$ cat config.mk
export PLATFORM = sky130hd
export DESIGN_NAME = multi_servo_slew_controller
export DESIGN_NICKNAME = d
export VERILOG_FILES = /design/src/rtl/core/mssc_pkg.sv /design/src/rtl/core/mssc_ctrl.sv /design/src/rtl/core/mssc_datapath.sv /design/src/rtl/core/multi_servo_slew_controller.sv
export SDC_FILE = /design/constraint.sdc
export NUM_CORES = 1
export LEC_CHECK = 0
export ABC_AREA = 1
export ABC_CLOCK_PERIOD_IN_PS = 5790
export BUFFER_PORTS_ARGS = -buffer_cell sky130_fd_sc_hd__buf_2
export CAP_MARGIN = 10
export CELL_PAD_IN_SITES_DETAIL_PLACEMENT = 1
export CELL_PAD_IN_SITES_GLOBAL_PLACEMENT = 1
export CORE_AREA = 5 5 192 194
export CTS_BUF_LIST = sky130_fd_sc_hd__clkbuf_16
export DETAILED_ROUTE_END_ITERATION = 12
export DIE_AREA = 0 0 197 199
export PLACE_DENSITY = 0.67
export SLEW_MARGIN = 20
export SYNTH_ARGS = -nofsm -noshare
export SYNTH_HDL_FRONTEND = slang
export SYNTH_SLANG_ARGS = --single-unit
$ cat constraint.sdc
create_clock -name clk -period 5.79 [get_ports clk]
set_clock_uncertainty 0.1 [all_clocks]
set_input_delay 1.4475 -clock clk [delete_from_list [all_inputs] [get_ports clk]]
set_output_delay 1.4475 -clock clk [all_outputs]
set_load 0.005 [all_outputs]
$ cat src/rtl/core/mssc_pkg.sv
// ----------------------------------------------------------------------------
// mssc_pkg
// Shared types and constants for the multi-channel servo slew controller.
// ----------------------------------------------------------------------------
`default_nettype none

package mssc_pkg;

    // width of the attached mask register, fixed by the register map
    localparam int MASK_W = 9;
    localparam logic [7:0] ANGLE_MAX = 8'd180;
    localparam logic [7:0] ANGLE_MIN = 8'd0;

    // action codes
    localparam logic ACT_SET  = 1'b0;
    localparam logic ACT_TICK = 1'b1;

    typedef struct packed {
        logic              action;
        logic [3:0]        channel;
        logic signed [15:0] angle;
    } in_item_t;

    typedef struct packed {
        logic [3:0] channel_res;
        logic [7:0] angle_res;
        logic       last;
    } out_item_t;

    typedef struct packed {
        logic load;
        logic set_exec;
        logic scan_exec;
    } ctrl_cmd_t;

    typedef struct packed {
        logic req_tick;
        logic slot_free;
        logic pend_here;
        logic pend_none;
    } dp_status_t;

endpackage

`default_nettype wire

$ cat src/rtl/core/mssc_ctrl.sv
// ----------------------------------------------------------------------------
// mssc_ctrl
// Sequencer: takes a request, then runs either a set-angle update or a
// channel scan for a tick, issuing one command per cycle to the datapath unless a held output stalls it.
// ----------------------------------------------------------------------------
`default_nettype none

module mssc_ctrl (
    input  wire logic                clk,
    input  wire logic                rst_n,
    input  wire logic                in_valid,
    output logic                     in_ready,
    input  wire mssc_pkg::dp_status_t status,
    output mssc_pkg::ctrl_cmd_t      cmd
);
    import mssc_pkg::*;

    typedef enum logic [2:0] {
        ST_IDLE = 3'b001,
        ST_SET  = 3'b010,
        ST_SCAN = 3'b100
    } state_t;

    state_t state_reg;
    state_t state_next;

    always_comb
    begin
        state_next = state_reg;
        cmd        = '0;
        in_ready   = 1'b0;
        unique case (state_reg)
            ST_IDLE:
            begin
                in_ready = 1'b1;
                if (in_valid)
                begin
                    cmd.load   = 1'b1;
                    state_next = status.req_tick ? ST_SCAN : ST_SET;
                end
            end
            ST_SET:
            begin
                if (status.slot_free)
                begin
                    cmd.set_exec = 1'b1;
                    state_next   = ST_IDLE;
                end
            end
            ST_SCAN:
            begin
                if (status.pend_none)
                    state_next = ST_IDLE;
                else if (!status.pend_here || status.slot_free)
                    cmd.scan_exec = 1'b1;
            end
            default:
            begin
                state_next = ST_IDLE;
            end
        endcase
    end

    always_ff @(posedge clk or negedge rst_n)
    begin
        if (!rst_n)
            state_reg <= ST_IDLE;
        else
            state_reg <= state_next;
    end

endmodule

`default_nettype wire

$ cat src/rtl/core/mssc_datapath.sv
// ----------------------------------------------------------------------------
// mssc_datapath
// Channel state bank, pending-move snapshot, scan counter and output register.
// ----------------------------------------------------------------------------
`default_nettype none

module mssc_datapath #(
    parameter int NUM_CHANNELS = 9
) (
    input  wire logic                  clk,
    input  wire logic                  rst_n,
    input  wire mssc_pkg::in_item_t    in_data,
    input  wire logic                  cfg_valid,
    input  wire logic [mssc_pkg::MASK_W-1:0] cfg_data,
    input  wire logic                  out_ready,
    output logic                       out_valid,
    output mssc_pkg::out_item_t        out_data,
    input  wire mssc_pkg::ctrl_cmd_t   cmd,
    output mssc_pkg::dp_status_t       status
);
    import mssc_pkg::*;

    localparam int IW = (NUM_CHANNELS > 1) ? $clog2(NUM_CHANNELS) : 1;

    logic [MASK_W-1:0]       mask_reg;
    in_item_t                item_reg;
    logic [7:0]              target_reg  [NUM_CHANNELS];
    logic [7:0]              current_reg [NUM_CHANNELS];
    logic [NUM_CHANNELS-1:0] cmd_vec_reg;
    logic [NUM_CHANNELS-1:0] pend_reg;
    logic [IW-1:0]           scan_idx_reg;
    logic                    out_valid_reg;
    out_item_t               out_data_reg;

    logic [NUM_CHANNELS+MASK_W-1:0] mask_ext;
    logic [NUM_CHANNELS-1:0] attached;
    logic [NUM_CHANNELS-1:0] move_mask;
    logic [NUM_CHANNELS-1:0] pend_rest;
    logic [3:0]              chan_m1;
    logic                    chan_ok;
    logic [IW-1:0]           addr;
    logic [7:0]              cur_rd;
    logic [7:0]              tgt_rd;
    logic [7:0]              stepped;
    logic [7:0]              clamped;
    logic                    slot_free;
    logic                    scan_move;
    logic                    set_emit;

    // channels beyond the mask width are never attached
    assign mask_ext = {{NUM_CHANNELS{1'b0}}, mask_reg};
    assign attached = mask_ext[NUM_CHANNELS-1:0];

    always_comb
    begin
        for (int i = 0; i < NUM_CHANNELS; i++)
            move_mask[i] = attached[i] && cmd_vec_reg[i]
                           && (current_reg[i] != target_reg[i]);
    end

    assign chan_m1 = item_reg.channel - 4'd1;
    assign chan_ok = (item_reg.channel != 4'd0)
                     && (32'(item_reg.channel) <= 32'(NUM_CHANNELS));
    assign addr    = (item_reg.action == ACT_TICK) ? scan_idx_reg : chan_m1[IW-1:0];
    assign cur_rd  = current_reg[addr];
    assign tgt_rd  = target_reg[addr];
    assign stepped = (tgt_rd > cur_rd) ? cur_rd + 8'd1 : cur_rd - 8'd1;

    always_comb
    begin
        if (item_reg.angle < 16'sd0)
            clamped = ANGLE_MIN;
        else if (item_reg.angle > 16'sd180)
            clamped = ANGLE_MAX;
        else
            clamped = item_reg.angle[7:0];
    end

    assign slot_free = !out_valid_reg || out_ready;
    assign pend_rest = pend_reg & ~(NUM_CHANNELS'(1) << scan_idx_reg);
    assign scan_move = cmd.scan_exec && pend_reg[scan_idx_reg];
    assign set_emit  = cmd.set_exec && chan_ok && !cmd_vec_reg[addr] && attached[addr];

    always_comb
    begin
        status.req_tick  = (in_data.action == ACT_TICK);
        status.slot_free = slot_free;
        status.pend_here = pend_reg[scan_idx_reg];
        status.pend_none = (pend_reg == '0);
    end

    always_ff @(posedge clk or negedge rst_n)
    begin
        if (!rst_n)
        begin
            mask_reg      <= '0;
            cmd_vec_reg   <= '0;
            pend_reg      <= '0;
            scan_idx_reg  <= '0;
            out_valid_reg <= 1'b0;
            for (int i = 0; i < NUM_CHANNELS; i++)
            begin
                target_reg[i]  <= '0;
                current_reg[i] <= '0;
            end
        end
        else
        begin
            if (cfg_valid)
                mask_reg <= cfg_data;

            if (cmd.load)
            begin
                pend_reg     <= move_mask;
                scan_idx_reg <= '0;
            end

            if (cmd.set_exec && chan_ok)
            begin
                target_reg[addr] <= clamped;
                if (!cmd_vec_reg[addr])
                begin
                    cmd_vec_reg[addr] <= 1'b1;
                    current_reg[addr] <= clamped;
                end
            end

            if (cmd.scan_exec)
            begin
                scan_idx_reg <= scan_idx_reg + IW'(1);
                if (pend_reg[scan_idx_reg])
                begin
                    current_reg[addr] <= stepped;
                    pend_reg          <= pend_rest;
                end
            end

            if (scan_move || set_emit)
                out_valid_reg <= 1'b1;
            else if (out_ready)
                out_valid_reg <= 1'b0;
        end
    end

    // request capture and result payload
    always_ff @(posedge clk)
    begin
        if (cmd.load)
            item_reg <= in_data;
        if (set_emit)
        begin
            out_data_reg.channel_res <= item_reg.channel;
            out_data_reg.angle_res   <= clamped;
            out_data_reg.last        <= 1'b1;
        end
        else if (scan_move)
        begin
            out_data_reg.channel_res <= 4'(scan_idx_reg) + 4'd1;
            out_data_reg.angle_res   <= stepped;
            out_data_reg.last        <= (pend_rest == '0);
        end
    end

    assign out_valid = out_valid_reg;
    assign out_data  = out_data_reg;

    a_load_free: assert property (@(posedge clk) disable iff (!rst_n)
        (scan_move || set_emit) |-> slot_free)
        else $error("result loaded over an untaken result");

    a_cmd_sticky: assert property (@(posedge clk) disable iff (!rst_n)
        1'b1 |=> ((~$past(cmd_vec_reg) | cmd_vec_reg) == {NUM_CHANNELS{1'b1}}))
        else $error("commanded flag cleared");

    a_angle_range: assert property (@(posedge clk) disable iff (!rst_n)
        out_valid_reg |-> (out_data_reg.angle_res <= ANGLE_MAX))
        else $error("written angle above limit");

    a_last_drains: assert property (@(posedge clk) disable iff (!rst_n)
        (scan_move && (pend_rest == '0)) |=> (pend_reg == '0))
        else $error("moves left pending after last write");

endmodule

`default_nettype wire

$ cat src/rtl/core/multi_servo_slew_controller.sv
// ----------------------------------------------------------------------------
// multi_servo_slew_controller
// Bank of servo channels with a one-degree-per-tick slew limit.
//
// in_*   : requests, either set-angle (channel 1..N, angle clamped to 0..180)
//          or tick. A set-angle for channel 0 or above N is dropped.
// out_*  : servo writes (channel, angle); last marks the final write of a
//          request. A request may cause no write at all.
// cfg_*  : attached mask, one bit per channel; always ready. The user must write
//          it only while the block is idle; the block does not enforce this.
// A set-angle waits until the output register is free, loads its write (if
// any) into it and goes back to idle, where the input is ready again.
// A tick walks the scan counter over the channels, one channel per cycle
// unless a held write stalls it at a moving channel, up to the last channel
// that moves, then sees nothing left pending and goes back to idle.
// The single output register holds a write while out_ready is low; the scan
// then waits at the next channel that moves, and no new request is taken meanwhile.
// Reset clears all targets, current angles, commanded flags and the mask.
// ----------------------------------------------------------------------------
`default_nettype none

module multi_servo_slew_controller #(
    parameter int NUM_CHANNELS = 9
) (
    input  wire logic                          clk,
    input  wire logic                          rst_n,
    input  wire logic                          in_valid,
    output logic                               in_ready,
    input  wire mssc_pkg::in_item_t            in_data,
    output logic                               out_valid,
    input  wire logic                          out_ready,
    output mssc_pkg::out_item_t                out_data,
    input  wire logic                          cfg_valid,
    output logic                               cfg_ready,
    input  wire logic [mssc_pkg::MASK_W-1:0]   cfg_data
);
    import mssc_pkg::*;

    ctrl_cmd_t  cmd;
    dp_status_t status;

    assign cfg_ready = 1'b1;

    mssc_ctrl u_ctrl (
        .clk      (clk),
        .rst_n    (rst_n),
        .in_valid (in_valid),
        .in_ready (in_ready),
        .status   (status),
        .cmd      (cmd)
    );

    mssc_datapath #(
        .NUM_CHANNELS (NUM_CHANNELS)
    ) u_datapath (
        .clk       (clk),
        .rst_n     (rst_n),
        .in_data   (in_data),
        .cfg_valid (cfg_valid),
        .cfg_data  (cfg_data),
        .out_ready (out_ready),
        .out_valid (out_valid),
        .out_data  (out_data),
        .cmd       (cmd),
        .status    (status)
    );

endmodule

`default_nettype wire

; ---- Yosys cells after proc, flatten, opt, wreduce, memory -nomap -nowiden
; Cells that the tools add are included.
[op_classes]
bitwise = 5
mux = 49
n_addsub = 4
magnitude_cmp = 9
n_eq_ne = 15
n_reduce_logical = 39
shifts = 1
[ops]
columns = cell, n
row1 = 2-to-1 mux 72 bit, 4
row2 = bitwise mux 72 bit, 3
row3 = inequality test 8 bit, 9
row4 = binary-select mux 8 bit (select 4 bit), 2
row5 = 2-to-1 mux 8 bit, 8
row6 = demux 8 bit (select 4 bit), 1
row7 = 2-to-1 mux 9 bit, 3
row8 = 2-to-1 mux 13 bit, 2
row9 = logical AND 1 bit, 25
row10 = zero test 9 bit, 2
row11 = "> comparator 16 x 9 -> 1 bit, second input constant", 1
row12 = "< comparator 16 x 1 -> 1 bit, second input constant", 1
row13 = 2-to-1 mux 1 bit, 14
row14 = binary-select mux 1 bit (select 4 bit), 3
row15 = 2-to-1 mux 3 bit, 4
row16 = 2-to-1 mux 4 bit, 3
row17 = "< comparator 4 x 5 -> 1 bit, second input constant", 2
row18 = AND 9 bit, 1
row19 = inverter 9 bit, 1
row20 = bitwise OR 9 bit, 1
row21 = case mux 3 bit (3 select lines), 1
row22 = "left shift 1 x 4 -> 9 bit, first input constant", 1
row23 = "adder 8 x 1 -> 8 bit, second input constant", 1
row24 = > comparator 8 bit, 1
row25 = other kinds (21), 28
[word_totals]
out_inout_bits = 16
elab_cells = 152
input_bits = 35
ff_bits = 213

; ---- Longest topological paths before layout
[logic_depth]
ltp_word = 13
depth_mapped = 30
depth_no_buf = 29

; ---- Cells and area by module
; Synthesis repeated with hierarchy kept, for this count alone.
[hier_totals]
hier_cells = 1457
area_unflattened_um2 = 11873.9
[by_module_without_submodules]
columns = module, area_per_inst_um2, seq_area_each_um2, n_inst, cells_each
row1 = mssc_datapath, 11668.7, 5415.2, 1, 1429
row2 = mssc_ctrl, 193.9, 76.3, 1, 26
row3 = multi_servo_slew_controller, 11.3, 0.0, 1, 2

; ---- Least setup slack after synthesis
; OpenSTA, ideal clock, no wires.
[synth_path]
kind = flip-flop to flip-flop
from = reg u_datapath.item_reg[16] (netlist name)
to = reg u_datapath.current_reg[38] (netlist name)
synth_period_minus_slack_ns = 4.410
t_required_ns = 5.569
arrival_time_ns = 4.189
path_buffers = 2
setup_ns = 0.121
stages_incl_launch_ff = 28
setup_slack_ns = 1.380
cell_sequence = edfxtp_1 inv_2 ha_1 o21ai_2 nor2_1 buf_6 clkinv_1 clkbuf_1 o22ai_1 o21ai_0 nand2_1 nor2_1 inv_1 ha_1 nand2_1 o21ai_0 nand2_1 nand2_1 nand2_1 fa_1 nand3_1 nand2_1 a21oi_1 o21ai_0 xor2_1 clkinv_1 nand2_1 o21ai_1
[synth_via]
elab_chain_cells = 13
elab_cells_between_ends = 30
classes_between = 3 x add/sub / 4 x order compare / 18 x mux / 1 x bitwise / 4 x reduce/logical
[synth_lines]
columns = item, line_no
row1 = start: declaration, mssc_datapath.sv:26  ; in_item_t item_reg;
row2 = start signal: assignment, mssc_datapath.sv:149  ; item_reg <= in_data;
row3 = branches (longest 12 deep; another with subtractor 8 x 1 -> 8 bit), n/a
row4 = 2-to-1 mux 72 bit *, mssc_datapath.sv:128  ; if (cmd.scan_exec)
row5 = end signal: indexed assignment, mssc_datapath.sv:124  ; current_reg[addr] <= clamped;
row6 = end signal: indexed assignment, mssc_datapath.sv:133  ; current_reg[addr] <= stepped;
row7 = end: declaration, mssc_datapath.sv:28  ; logic [7:0] current_reg [NUM_CHANNELS];
; Mark *: on every way between the ends. The select of a mux whose other input is x is not followed.
; A chain may end at the register's enable or synchronous reset.

; ---- Worst setup path after layout
[layout_path]
from = reg u_datapath.item_reg[16] (netlist name)
to = reg u_datapath.current_reg[54] (netlist name)
; Same word-level chain as after synthesis.

==> impl_table.tex <==
\begin{tabular}{lr}
\hline
Metric & Value \\
\hline
\multicolumn{2}{l}{\textbf{Timing}} \\
Clock period minus worst slack & 5.39 ns \\
Post-route clock period utilization & 93.2\% \\
Count of final setup violators & 0 \\
Count of pins over their slew limit & 0 \\
Slew at the pin with the worst max-slew slack & 0.953 ns \\
Worst-case headroom to the max-slew limit & 36.2\% \\
Final Hold Fails & 0 \\
F\_max & 0.185 GHz \\
Final setup TNS & 0 ns \\
Unrepaired setup endpoints after global routing & false \\
\multicolumn{2}{l}{\textbf{Finish}} \\
Fraction of final layout cells with drive strength greater than 1 & 10.4\% \\
Area growth, synth to finish & 13.1\% \\
Diodes inserted & 0 \\
Final net count & 1613 \\
Commonest non-fill, non-tap cells in the layout & sky130\_fd\_sc\_hd\_\_nand2\_1, sky130\_fd\_sc\_hd\_\_dfrtp\_1, sky130\_fd\_sc\_hd\_\_inv\_1 \\
Commonest non-fill, non-tap cell in the layout & sky130\_fd\_sc\_hd\_\_nand2\_1 \\
Non-filler cells in the finished layout & 2033 \\
\multicolumn{2}{l}{\textbf{Worst setup path}} \\
Reg2reg end & u\_datapath.current\_reg[54] \\
Crit path launch type & flip-flop \\
Kind of end point of the critical path & flip-flop \\
Required time of the critical path & 6.11 ns \\
Length in cells of the worst reg-to-reg path & 27 \\
Path type of the worst setup path & flip-flop to flip-flop \\
Maximum fanout encountered on the critical timing path & 15 \\
Startpoint of the most critical register-to-register path & u\_datapath.item\_reg[16] \\
Arrival time at the worst endpoint & 5.71 ns \\
CP Launch Point & u\_datapath.item\_reg[16] \\
Reg-to-reg setup timing slack & 0.40 ns \\
\multicolumn{2}{l}{\textbf{Placement}} \\
RD Place Congestion & 1.00 \\
Hpwl dp & 36400 µm \\
Number of I/O port buffers & 49 \\
Number of cells in the design after placement & 1989 \\
\multicolumn{2}{l}{\textbf{Clocking}} \\
Clock-pin slew on the worst setup and hold paths & 0.06 ns \\
Library cell used as clock root buffer & sky130\_fd\_sc\_hd\_\_clkbuf\_16 \\
Worst-case clock buffer depth & 3 \\
Clock tree from TritonCTS & built \\
Count of buffers added by post-CTS timing repair for setup & 0 \\
Worst skew pair latency & 0.55 ns \\
Post-cts resize count & 0 \\
Hold\_buf cts & 0 \\
\# H-tree levels & 1 \\
TritonCTS Buffers & 25 \\
Number of sinks on the clock net & 213 \\
\multicolumn{2}{l}{\textbf{Pwr}} \\
Power density over cell area & 502 nW/µm² \\
Static power due to leakage & 6.64 nW \\
Worst IR drop on VDD & 0.000320 V \\
\multicolumn{2}{l}{\textbf{Synthesis}} \\
Warning count from the yosys run & 0 \\
Average instance area after synthesis & 7.96 µm² \\
Number of register bits inferred by synthesis & 213 \\
Fraction of registers with async set/reset & 84.0\% \\
Post-synthesis cell count & 1505 \\
Synth Area in Adders & 2.46\% \\
Library cell occupying the most area in the post-synthesis netlist & sky130\_fd\_sc\_hd\_\_dfrtp\_1 \\
Main combinational cell family by area after synthesis & simple AND/OR/NAND/NOR gates \\
Unique masters post-synth & 55 \\
Multiplexer area fraction after synthesis & 0.658\% \\
Count of flip-flops with a built-in enable after synthesis & 33 \\
Post-synth net total & 1563 \\
Top\_reg\_cell synth & sky130\_fd\_sc\_hd\_\_dfrtp\_1 \\
Sequential share of the synthesized area & 45.8\% \\
Compound-cell area share of the yosys netlist & 13.9\% \\
Proportion of netlist area held by the largest area contributor & 37.2\% \\
Total standard cell area after synthesis & 12000 µm² \\
Simple logic cell fraction of the synthesized area & 24.8\% \\
Top area cells in the synthesized netlist & sky130\_fd\_sc\_hd\_\_dfrtp\_1, sky130\_fd\_sc\_hd\_\_nand2\_1, sky130\_fd\_sc\_hd\_\_edfxtp\_1, sky130\_fd\_sc\_hd\_\_xor2\_1, sky130\_fd\_sc\_hd\_\_o21ai\_0 \\
Post-synthesis xor/xnor area fraction & 5.56\% \\
\multicolumn{2}{l}{\textbf{Min path}} \\
Launch point of the worst hold path & u\_datapath.out\_data[0] \\
Hold Path Cell Cnt & 2 \\
Sink of the worst hold path & u\_datapath.out\_data[0] \\
Worst Hold Class & flip-flop to flip-flop \\
\multicolumn{2}{l}{\textbf{Floorplan}} \\
Die Span Y & 199 µm \\
Initial cell density of the core & 34.2\% \\
Core region area & 35100 µm² \\
Number of placement rows & 69 \\
Top-Level Pins & 51 \\
Die Footprint & 39200 µm² \\
Die X & 197 µm \\
\multicolumn{2}{l}{\textbf{Route}} \\
Total routed wirelength & 50100 µm \\
Overall via count from detail\_route & 11400 \\
Remaining design rule violation count & 0 \\
First drt pass iteration count & 7 \\
Detailed Route Iter0 Violations & 1104 \\
Number of antenna-violating nets in the routed design & 0 \\
Detail-routed via count per cell & 5.62 \\
Routed WL per cell & 24.7 µm \\
\multicolumn{2}{l}{\textbf{Run status}} \\
Outcome & finished, final reports clean \\
\multicolumn{2}{l}{\textbf{Global routing}} \\
Antenna violations before repair & 3 \\
Remaining global-route overflow & 0 \\
Maximum number of pins on one net before global-route repair & 108 \\
Global-route wire length before repair & 75200 µm \\
Overall fraction of global-route tracks in use & 25.5\% \\
Number of global-route vias before repair & 11800 \\
\multicolumn{2}{l}{\textbf{Job}} \\
Max-capacitance violation count & 0 \\
\hline
\end{tabular}
## per-stage QoR
stage / cell area [µm²] / power (mW) / hold WS (ns) / util [%] / setup WS [ns]
floorplan: 12000 / 3.58 / 0.335 / - / 1.38
global route: 13600 / 7.07 / 0.432 / 38.7 / 0.00924
detailed placement: 12800 / 5.27 / 0.368 / 36.6 / 0.477
finish: 13600 / 6.80 / 0.387 / 38.7 / 0.396
CTS: 13500 / 6.75 / 0.389 / 38.6 / 0.446
global placement: 12800 / 5.23 / 0.370 / 36.6 / 0.564
## routing by layer
layer	wire, µm	GRT usage (%)	share of wire, %	vias up
met5	40	0	0.080	-
met4	3000	12.2	6.0	6
met3	2980	4.69	5.9	159
met2	22700	41.2	45	403
met1	21400	33.2	43	5727
li1	-	-	-	5124
## Yosys cell counts (2+ instances only)
cell type                  count
sky130_fd_sc_hd__nand3b_1      3
sky130_fd_sc_hd__o21ai_1      49
sky130_fd_sc_hd__clkinv_1      3
sky130_fd_sc_hd__o22a_1        2
sky130_fd_sc_hd__o22ai_1      57
sky130_fd_sc_hd__nor2_2        7
sky130_fd_sc_hd__nand3_1     106
sky130_fd_sc_hd__dfrtp_1     178
sky130_fd_sc_hd__mux2_2        7
sky130_fd_sc_hd__o21a_1        3
sky130_fd_sc_hd__a221oi_1      2
sky130_fd_sc_hd__buf_4         8
sky130_fd_sc_hd__nor3_1        6
sky130_fd_sc_hd__ha_1         22
sky130_fd_sc_hd__o21ai_0     114
sky130_fd_sc_hd__a22oi_2       2
sky130_fd_sc_hd__or2_1         8
sky130_fd_sc_hd__o211ai_1     10
sky130_fd_sc_hd__o221ai_1      6
sky130_fd_sc_hd__a22oi_1       4
sky130_fd_sc_hd__a211oi_1      3
sky130_fd_sc_hd__nor2_1       78
sky130_fd_sc_hd__o21ai_2       4
sky130_fd_sc_hd__nand4_1      19
sky130_fd_sc_hd__nand2_1     432
sky130_fd_sc_hd__clkbuf_1     35
sky130_fd_sc_hd__buf_2        11
sky130_fd_sc_hd__a21oi_1      29
sky130_fd_sc_hd__nand2_4       3
sky130_fd_sc_hd__buf_1         3
sky130_fd_sc_hd__inv_1       124
sky130_fd_sc_hd__xor2_1       68
sky130_fd_sc_hd__a31oi_1       3
sky130_fd_sc_hd__edfxtp_1     33
sky130_fd_sc_hd__nor4_1       19
sky130_fd_sc_hd__inv_2        13
sky130_fd_sc_hd__nand2_2       6
sky130_fd_sc_hd__xnor2_1       8
## cell families (layout without fill, tap and decap cells)
logic type / Yosys count / count (layout)
and+or+nand+nor: 694 / 694
buffers and inverters: 199 / 266
other: 1 / 1
muxes: 7 / 7
adders and majority gates: 23 / 23
DFF: 213 / 213
xor gates and xnor gates: 76 / 76
AOI/OAI and AO/OA: 292 / 292
## worst max path at each step
stage                     depth (start not counted)                         end  slack (ns)
after floorplan                                  27  u_datapath.current_reg[38]        1.38
after global placement                           27  u_datapath.current_reg[30]        0.56
after detailed placement                         27  u_datapath.current_reg[70]        0.48
after CTS                                        27  u_datapath.current_reg[54]        0.45
after global routing                             26  u_datapath.current_reg[30]       0.009
final                                            27  u_datapath.current_reg[54]        0.40
## worst max-delay path: stages, from the launching register on
cell	delay, ns
sky130_fd_sc_hd__edfxtp_1	0.44
sky130_fd_sc_hd__inv_2	0.13
sky130_fd_sc_hd__ha_1	0.17
sky130_fd_sc_hd__inv_1	0.04
sky130_fd_sc_hd__nand2_1	0.05
sky130_fd_sc_hd__nand2_1	0.06
sky130_fd_sc_hd__o21ai_2	0.42
sky130_fd_sc_hd__nand2_1	0.22
sky130_fd_sc_hd__inv_2	0.24
sky130_fd_sc_hd__a21oi_1	0.10
sky130_fd_sc_hd__a21oi_1	0.15
sky130_fd_sc_hd__and2_1	0.21
sky130_fd_sc_hd__inv_1	0.06
sky130_fd_sc_hd__ha_1	0.29
sky130_fd_sc_hd__a21oi_1	0.06
sky130_fd_sc_hd__o21ai_0	0.15
sky130_fd_sc_hd__nand2_1	0.07
sky130_fd_sc_hd__nand2_1	0.06
sky130_fd_sc_hd__nand2_1	0.22
sky130_fd_sc_hd__fa_1	0.52
sky130_fd_sc_hd__nand3_1	0.10
sky130_fd_sc_hd__nand2_1	0.08
sky130_fd_sc_hd__a21oi_1	0.14
sky130_fd_sc_hd__o21ai_0	0.11
sky130_fd_sc_hd__xor2_1	0.20
sky130_fd_sc_hd__clkinv_1	0.54
sky130_fd_sc_hd__nand2_1	0.23
sky130_fd_sc_hd__o21ai_1	0.10
## layout make-up
class / count / area, µm²
Clock buffer: 25 / 626
Clock inverter: 19 / 104
Fill cell: 4306 / 21500
Inverter: 141 / 532
Multi-Input combinational cell: 1093 / 5720
Sequential cell: 213 / 5490
Tap cell: 461 / 577
Timing Repair Buffer: 81 / 507
## report_power, final
group | total [mW] | internal [mW] | switching (mW)
logic | 3.30 | 0.883 | 2.42
clock network | 1.46 | 0.818 | 0.642
registers | 2.04 | 1.76 | 0.279
No activity file was read; power rests on OpenSTA's default activity.
